$ cat src/rtl/pwm_speed_ramp_with_jog_macros.svh
// Assertion macros for the PWM speed ramp with jog.
`ifndef PWM_SPEED_RAMP_WITH_JOG_MACROS_SVH
`define PWM_SPEED_RAMP_WITH_JOG_MACROS_SVH

`ifndef NO_ASSERTIONS

// Same-cycle implication.
`define PSRJ_ASSERT_NOW(lbl, clk, rst, ante, cons) \
  lbl: assert property (@(posedge clk) disable iff (rst) (ante) |-> (cons)) \
    else $error("psrj assertion failed");

// Next-cycle implication.
`define PSRJ_ASSERT_NEXT(lbl, clk, rst, ante, cons) \
  lbl: assert property (@(posedge clk) disable iff (rst) (ante) |=> (cons)) \
    else $error("psrj assertion failed");

`else

`define PSRJ_ASSERT_NOW(lbl, clk, rst, ante, cons)
`define PSRJ_ASSERT_NEXT(lbl, clk, rst, ante, cons)

`endif

`endif

$ cat src/rtl/psrj_pkg.sv
// Shared types and constants for the PWM speed ramp with jog.
package psrj_pkg;

  localparam int INTERVAL_BITS_DEFAULT = 16;

  localparam logic [1:0] CMD_TICK   = 2'd0;
  localparam logic [1:0] CMD_CHANGE = 2'd1;
  localparam logic [1:0] CMD_HOLD   = 2'd2;

  localparam logic [1:0] JOG_OFF  = 2'd0;
  localparam logic [1:0] JOG_UP   = 2'd1;
  localparam logic [1:0] JOG_DOWN = 2'd2;

  localparam logic [2:0] REG_JOG_IV      = 3'd0;
  localparam logic [2:0] REG_UP_FITTED   = 3'd1;
  localparam logic [2:0] REG_DN_FITTED   = 3'd2;
  localparam logic [2:0] REG_GATE_FITTED = 3'd3;
  localparam logic [2:0] REG_GATE_LEVEL  = 3'd4;

  localparam logic [7:0] LEVEL_MAX = 8'hFF;

  typedef struct packed {
    logic [15:0] jog_iv;
    logic        up_fitted;
    logic        dn_fitted;
    logic        gate_fitted;
    logic        gate_level;
  } cfg_t;

  typedef struct packed {
    logic upper_stop;
    logic lower_stop;
    logic upper;
    logic lower;
    logic changing;
    logic enabled;
  } status_t;

endpackage

$ cat src/rtl/psrj_step.sv
// Next-state logic for one command of the speed ramp.
module psrj_step #(
  parameter int INTERVAL_BITS = psrj_pkg::INTERVAL_BITS_DEFAULT
) (
  input  logic [1:0]               cmd,
  input  logic signed [15:0]       req_speed,
  input  logic [15:0]              req_iv,
  input  logic                     up_level,
  input  logic                     dn_level,
  input  logic                     gate_in,
  input  psrj_pkg::cfg_t           cfg,
  input  logic [7:0]               cur,
  input  logic [7:0]               tgt,
  input  logic [INTERVAL_BITS-1:0] civ,
  input  logic [INTERVAL_BITS-1:0] ttw,
  input  psrj_pkg::status_t        st,
  output logic [7:0]               cur_next,
  output logic [7:0]               tgt_next,
  output logic [INTERVAL_BITS-1:0] civ_next,
  output logic [INTERVAL_BITS-1:0] ttw_next,
  output psrj_pkg::status_t        st_next,
  output logic [1:0]               jog
);
  import psrj_pkg::*;

  localparam logic [32:0] IV_MAX = (33'd1 << INTERVAL_BITS) - 33'd1;
  localparam logic [INTERVAL_BITS-1:0] IV_ONE = {{(INTERVAL_BITS-1){1'b0}}, 1'b1};

  function automatic logic [INTERVAL_BITS-1:0] sat_iv(input logic [15:0] v);
    logic [32:0] ext;
    ext = {17'd0, v};
    if (ext > IV_MAX) begin
      sat_iv = IV_MAX[INTERVAL_BITS-1:0];
    end else begin
      sat_iv = ext[INTERVAL_BITS-1:0];
    end
  endfunction

  logic        gate_ok;
  logic        idle_tick;
  logic        down;
  logic [7:0]  stepped;
  logic        req_eq;
  logic [15:0] iv_eff;
  logic [7:0]  req_clamped;

  assign gate_ok = (cfg.jog_iv != 16'd0) && (!cfg.gate_fitted || gate_in == cfg.gate_level);

  always_comb begin
    jog = JOG_OFF;
    if (gate_ok && cmd == CMD_TICK) begin
      if (cfg.up_fitted && !up_level) begin
        jog = JOG_UP;
      end else if (cfg.dn_fitted && !dn_level) begin
        jog = JOG_DOWN;
      end
    end
  end

  assign idle_tick = (jog == JOG_OFF) && (tgt == cur || civ == '0);
  assign down = (jog == JOG_DOWN) || (jog == JOG_OFF && tgt < cur);
  assign stepped = down ? cur - 8'd1 : cur + 8'd1;

  assign req_eq = (req_speed[15:8] == 8'd0) && (req_speed[7:0] == tgt);
  assign iv_eff = (cfg.jog_iv != 16'd0 && req_iv < cfg.jog_iv) ? cfg.jog_iv : req_iv;
  assign req_clamped = req_speed[15] ? 8'd0 :
                       (req_speed[14:8] != 7'd0) ? LEVEL_MAX : req_speed[7:0];

  always_comb begin
    cur_next = cur;
    tgt_next = tgt;
    civ_next = civ;
    ttw_next = ttw;
    st_next  = st;
    case (cmd)
      CMD_TICK: begin
        st_next.lower = (cur == 8'd0);
        st_next.upper = (cur == LEVEL_MAX);
        if (idle_tick) begin
          tgt_next = cur;
          civ_next = '0;
          st_next.changing = 1'b0;
          st_next.enabled = (cur != 8'd0);
        end else if (ttw != '0) begin
          ttw_next = ttw - IV_ONE;
        end else begin
          if (down && cur == 8'd0) begin
            tgt_next = cur;
            st_next.lower_stop = 1'b1;
            st_next.enabled = 1'b0;
          end else if (!down && cur == LEVEL_MAX) begin
            tgt_next = cur;
            st_next.upper_stop = 1'b1;
            st_next.enabled = 1'b1;
          end else begin
            st_next.lower_stop = 1'b0;
            st_next.upper_stop = 1'b0;
            cur_next = stepped;
            st_next.enabled = (stepped != 8'd0);
            if (jog != JOG_OFF) begin
              ttw_next = sat_iv(cfg.jog_iv - 16'd1);
            end else begin
              ttw_next = civ - IV_ONE;
            end
          end
        end
      end
      CMD_CHANGE: begin
        if (!req_eq && req_iv != 16'd0) begin
          tgt_next = req_clamped;
          civ_next = sat_iv(iv_eff);
          ttw_next = '0;
          st_next.changing = 1'b1;
        end
      end
      CMD_HOLD: begin
        tgt_next = cur;
        civ_next = '0;
      end
      default: begin
        cur_next = cur;
      end
    endcase
  end

endmodule

$ cat src/rtl/pwm_speed_ramp_with_jog.sv
// PWM speed ramp with jog override: top level with stream ports and register port.
// One request is taken every clock cycle. A request passes an input register, then the
// next-state logic (psrj_step), which updates the speed state and loads the result
// register. The result register frees as it is taken, so full rate holds while the sink
// keeps tready high. Commands: tick steps the speed toward the target (or the jog
// direction) once its wait count runs out; change sets target and interval; hold sets
// the target to the current speed and clears the interval.
`include "pwm_speed_ramp_with_jog_macros.svh"
module pwm_speed_ramp_with_jog #(
  parameter int INTERVAL_BITS = psrj_pkg::INTERVAL_BITS_DEFAULT
) (
  input  logic        clk,
  input  logic        rst,
  input  logic        s_tvalid,
  output logic        s_tready,
  // requested_speed[15:0], step_interval[31:16], jog_up_level[32], jog_down_level[33],
  // jog_gate_input[34], zero fill[39:35]
  input  logic [39:0] s_tdata,
  // command[1:0]
  input  logic [1:0]  s_tuser,
  output logic        m_tvalid,
  input  logic        m_tready,
  // speed[7:0], driver_enable[8], changing[9], at_lower_limit[10], at_upper_limit[11],
  // lower_limit_stop[12], upper_limit_stop[13], active_interval[29:14], jog_state[31:30]
  output logic [31:0] m_tdata,
  input  logic        psel,
  input  logic        penable,
  input  logic        pwrite,
  input  logic [4:0]  paddr,
  input  logic [31:0] pwdata,
  output logic [31:0] prdata,
  output logic        pready
);
  import psrj_pkg::*;

  cfg_t cfg;

  logic               in_valid;
  logic [1:0]         in_cmd;
  logic signed [15:0] in_req;
  logic [15:0]        in_iv;
  logic               in_up;
  logic               in_dn;
  logic               in_gate;
  logic               fire;

  logic [7:0]               cur;
  logic [7:0]               tgt;
  logic [INTERVAL_BITS-1:0] civ;
  logic [INTERVAL_BITS-1:0] ttw;
  status_t                  st;

  logic [7:0]               cur_next;
  logic [7:0]               tgt_next;
  logic [INTERVAL_BITS-1:0] civ_next;
  logic [INTERVAL_BITS-1:0] ttw_next;
  status_t                  st_next;
  logic [1:0]               jog;
  logic [32:0]              civ_ext;

  logic [2:0] reg_idx;
  logic       cfg_wr;

  assign pready  = 1'b1;
  assign reg_idx = paddr[4:2];
  assign cfg_wr  = psel && penable && pwrite && pready;

  always_ff @(posedge clk) begin
    if (rst) begin
      cfg <= '0;
    end else if (cfg_wr) begin
      case (reg_idx)
        REG_JOG_IV:      cfg.jog_iv <= pwdata[15:0];
        REG_UP_FITTED:   cfg.up_fitted <= pwdata[0];
        REG_DN_FITTED:   cfg.dn_fitted <= pwdata[0];
        REG_GATE_FITTED: cfg.gate_fitted <= pwdata[0];
        REG_GATE_LEVEL:  cfg.gate_level <= pwdata[0];
        default: begin
        end
      endcase
    end
  end

  always_comb begin
    case (reg_idx)
      REG_JOG_IV:      prdata = {16'd0, cfg.jog_iv};
      REG_UP_FITTED:   prdata = {31'd0, cfg.up_fitted};
      REG_DN_FITTED:   prdata = {31'd0, cfg.dn_fitted};
      REG_GATE_FITTED: prdata = {31'd0, cfg.gate_fitted};
      REG_GATE_LEVEL:  prdata = {31'd0, cfg.gate_level};
      default:         prdata = 32'd0;
    endcase
  end

  assign fire     = in_valid && (!m_tvalid || m_tready);
  assign s_tready = !in_valid || fire;

  always_ff @(posedge clk) begin
    if (rst) begin
      in_valid <= 1'b0;
    end else if (s_tready) begin
      in_valid <= s_tvalid;
    end
  end

  always_ff @(posedge clk) begin
    if (s_tready && s_tvalid) begin
      in_cmd  <= s_tuser;
      in_req  <= s_tdata[15:0];
      in_iv   <= s_tdata[31:16];
      in_up   <= s_tdata[32];
      in_dn   <= s_tdata[33];
      in_gate <= s_tdata[34];
    end
  end

  psrj_step #(
    .INTERVAL_BITS(INTERVAL_BITS)
  ) u_step (
    .cmd      (in_cmd),
    .req_speed(in_req),
    .req_iv   (in_iv),
    .up_level (in_up),
    .dn_level (in_dn),
    .gate_in  (in_gate),
    .cfg      (cfg),
    .cur      (cur),
    .tgt      (tgt),
    .civ      (civ),
    .ttw      (ttw),
    .st       (st),
    .cur_next (cur_next),
    .tgt_next (tgt_next),
    .civ_next (civ_next),
    .ttw_next (ttw_next),
    .st_next  (st_next),
    .jog      (jog)
  );

  always_ff @(posedge clk) begin
    if (rst) begin
      cur <= '0;
      tgt <= '0;
      civ <= '0;
      ttw <= '0;
      st  <= '0;
    end else if (fire) begin
      cur <= cur_next;
      tgt <= tgt_next;
      civ <= civ_next;
      ttw <= ttw_next;
      st  <= st_next;
    end
  end

  assign civ_ext = {{(33 - INTERVAL_BITS){1'b0}}, civ_next};

  always_ff @(posedge clk) begin
    if (rst) begin
      m_tvalid <= 1'b0;
    end else if (fire) begin
      m_tvalid <= 1'b1;
    end else if (m_tready) begin
      m_tvalid <= 1'b0;
    end
  end

  always_ff @(posedge clk) begin
    if (fire) begin
      m_tdata <= {jog, civ_ext[15:0], st_next.upper_stop, st_next.lower_stop,
                  st_next.upper, st_next.lower, st_next.changing, st_next.enabled,
                  cur_next};
    end
  end

  `PSRJ_ASSERT_NOW(a_enable_tracks_speed, clk, rst, 1'b1, st.enabled == (cur != 8'd0))
  `PSRJ_ASSERT_NOW(a_stops_exclusive, clk, rst, 1'b1, !(st.lower_stop && st.upper_stop))
  `PSRJ_ASSERT_NEXT(a_single_step, clk, rst, fire,
    cur == $past(cur) || cur == $past(cur) + 8'd1 || cur == $past(cur) - 8'd1)
  `PSRJ_ASSERT_NEXT(a_result_follows_fire, clk, rst, fire, m_tvalid && m_tdata[7:0] == cur)

endmodule
$ cat config.mk
export PLATFORM = sky130hd
export DESIGN_NAME = pwm_speed_ramp_with_jog
export DESIGN_NICKNAME = d
export VERILOG_FILES = /design/src/rtl/psrj_pkg.sv /design/src/rtl/psrj_step.sv /design/src/rtl/pwm_speed_ramp_with_jog.sv
export VERILOG_INCLUDE_DIRS = /design/src /design/src/rtl
export SDC_FILE = /design/constraint.sdc
export NUM_CORES = 1
export LEC_CHECK = 0
export BUFFER_PORTS_ARGS = -buffer_cell sky130_fd_sc_hd__buf_4
export CAP_MARGIN = 20
export CORE_UTILIZATION = 45
export DETAILED_ROUTE_END_ITERATION = 12
export PLACE_DENSITY = 0.75
export SETUP_SLACK_MARGIN = 0.05
export SYNTH_ARGS = -nofsm -noshare
export SYNTH_HDL_FRONTEND = slang
export SYNTH_SLANG_ARGS = --single-unit
$ cat constraint.sdc
create_clock -name clk -period 4.3 [get_ports clk]
set_input_delay 0.43 -clock clk [delete_from_list [all_inputs] [get_ports clk]]
set_output_delay 0.43 -clock clk [all_outputs]
set_load 0.005 [all_outputs]
==> impl_metrics.ini <==
[routing]
wire_per_inst_um = 15.9
final_antenna_net_count = 0
vias = 6220
drc = 0
drt-total-wl_um = 18000
firstDrtPassIters = 5
viasPerCell = 5.47
drtIter0Drc = 438

[global_routing]
grt_pass1_wl_um = 28300
grt_usage = 0.216
grt_antenna_before_repair = 0
gr-total-overflow = 0
grt_pass1_vias = 5672
grt_max_degree = 54

[setup_path]
crit_end = m_tdata[8]$_DFFE_PP_
cp_num_cells = 15
max_stage_delay_ns = 0.50
worst_ep_arrival_time_ns = 4.03
rr_worst_depth = 15
worstReg2RegStart = cfg[12]$_SDFFE_PP0P_
startpoint_type = flop
path_cells = nor4_1, nand4_1, nand2_2, o32a_1, nor2_2, fa_1, a21oi_1, nor2_1, nor2_1, o21bai_1, a21oi_1, xnor2_1, or4_1, o41ai_2, nand2_1
critical_path.top_delay_family = simple AND/OR/NAND/NOR gates
worstPathMaxFanout = 5
crit-reg2reg-capture = m_tdata[8]$_DFFE_PP_
critPathCaptureType = flop
required_ns = 4.46
path_buf_inv = 0
regToRegSetupSlack_ns = 0.43
crit_type = reg2reg
slowest_stage = or4_1
crit_start = cfg[12]$_SDFFE_PP0P_

[clocking]
clock_latency_ns = 0.43
htree_levels = 4
cts-root-buf = clkbuf_16
cts_tree = yes
clkSinkCount = 145
clk_path_buf_depth = 2
cts_inserted_buffers = 17
clkSlewWorstSetupHoldPaths_ns = 0.06
ctsHoldBuffers = 0

[place]
dp.cells = 1105
port_buffers = 112
place_congestion = 0.901
dp_hpwl_um = 13300

[logic_synthesis]
ys_warn_count = 0
async_reset_ff_frac = 0
synth_area_per_cell_um2 = 9.45
netlist_instances = 793
seq_area_frac_synth = 0.479
synth_edf_count = 69
ys_ff_latch = 145
ys.flop_type = dfxtp_1
syn_area_um2 = 7490
yosysUniqueCellTypes = 64

[sta]
hold_viol = 0
fin_skew_ns = 0.00682
layout_min_cycle_time_ns = 3.87
max_freq_mhz = 258
tns_ns = 0
tightest_slew_ns = 0.822
maxSlewHeadroom = 0.452
setup_viol = 0
maxSlewViolCount = 0
rsz0062_at_grt = false
period_share = 0.900

[run]
drv_cap = 0

[power]
ir_drop_mv = 0.261
p_per_area_nw_per_um2 = 395
leakagePower_uw = 0.00359

[die]
die_h_um = 131
rows = 46
coreArea_um2 = 16100
die_area_um2 = 17200
initial_utilization = 0.467
ios = 153
fp.dieW_um = 131

[finish]
areaGrowthSynthToFinish_pct = 22.7
nNetsFinal = 1027
mostFrequentLayoutCells = buf_4 (129), nand2_1 (114), dfxtp_1 (76), edfxtp_1 (69), nor2_1 (64)
antenna_cells = 0
final_core_util = 0.573
final_common_cell = buf_4
fin_cells = 1137
drive_gt1_frac = 0.199

[run_status]
status = complete, no violations

[worst_hold_path]
hold_path_class = in2reg
==> logic make-up (layout without fill, tap and decap cells) <==
family                     after synthesis  after routing  synth area share
AOI/OAI and AO/OA                      170            170             0.138
xor gates and xnor gates                26             26            0.0304
adders and majority gates               33             33            0.0561
buffers and inverters                   81            194            0.0511
DFF                                    145            145             0.479
muxes                                   36             36            0.0494
other                                    2             17           0.00100
and+or+nand+nor                        300            300             0.194
==> layer usage <==
metal | share of wire | vias up | track usage
met5 | 0 | - | 0
met4 | 0.019 | 0 | 0.0798
met3 | 0.070 | 29 | 0.0519
met2 | 0.45 | 220 | 0.328
met1 | 0.46 | 2925 | 0.299
li1 | - | 3046 | -
==> per-stage QoR <==
step | hold slack [ns] | total power [uW] | setup WS [ns] | area (um^2)
5_1_grt | 0.158 | 3760 | 0.118 | 9200
2_1_floorplan | 0.434 | 1910 | 0.334 | 7550
4_1_cts | 0.165 | 3640 | 0.122 | 9180
6_report | 0.174 | 3640 | 0.428 | 9200
3_5_place_dp | 0.454 | 2070 | 0.121 | 8530
3_3_place_gp | 0.439 | 2060 | 0.237 | 8530
==> worst min-delay path by stage <==
stage	cells past startpoint	start	endpoint
global placement	2	st[2]$_SDFFE_PP0P_	st[2]$_SDFFE_PP0P_
CTS	1	s_tdata[15]	in_req[15]$_DFFE_PP_
finish	1	s_tdata[15]	in_req[15]$_DFFE_PP_
global route	1	s_tdata[32]	in_up$_DFFE_PP_
floorplan	2	st[2]$_SDFFE_PP0P_	st[2]$_SDFFE_PP0P_
detailed placement	2	st[3]$_SDFFE_PP0P_	st[3]$_SDFFE_PP0P_
==> area by class of cell <==
type | instances | area, um^2
Clock buffer | 24 | 523
Clock inverter | 8 | 121
Sequential cell | 145 | 3590
Tap cell | 216 | 270
Fill cell | 1396 | 6860
Multi-Input combinational cell | 582 | 3600
Inverter | 33 | 124
Timing Repair Buffer | 129 | 968
==> what timing repair did <==
item	CTS	global route
setup buffers	0	0
resized for setup	0	4
endpoints found under the hold margin	0	0
setup endpoints to repair	0	2
==> flip-flops by register name (all words and copies together), names as in the netlist <==
name      count
st            6
in_gate       1
cur           8
in_req       16
in_dn         1
ttw          16
in_valid      1
tgt           8
m_tvalid      1
m_tdata      32
in_up         1
cfg          20
civ          16
in_cmd        2
in_iv        16
==> report_power, final <==
group	switching, uW	internal [uW]
logic	296	215
clock network	560	1020
registers	34.8	1510
total	891	2740
==> Yosys cell counts (all sizes together), types with 2 or more instances <==
cell	count	area share
a211oi	12	0.012
a21o	5	0.0050
a21oi	57	0.038
a22oi	2	0.0027
a311o	8	0.011
a311oi	4	0.0047
a31oi	2	0.0017
and2	19	0.016
and4	3	0.0035
buf	23	0.022
clkbuf	25	0.013
conb	2	0.0010
dfxtp	76	0.20
edfxtp	69	0.28
ha	32	0.053
inv	33	0.017
mux2	8	0.012
mux2i	28	0.037
nand2	115	0.058
nand2b	9	0.0085
nand3	8	0.0060
nand4	11	0.0092
nor2	65	0.033
nor2b	4	0.0033
nor3	18	0.012
nor3b	3	0.0030
nor4	26	0.024
nor4b	2	0.0032
o211ai	6	0.0060
o21a	2	0.0020
o21ai	57	0.038
o21bai	2	0.0020
o41ai	2	0.0023
or2	3	0.0025
or3	8	0.0067
or4	3	0.0035
xnor2	18	0.021
xor2	8	0.0093
Power figures use the tool's default switching activity.
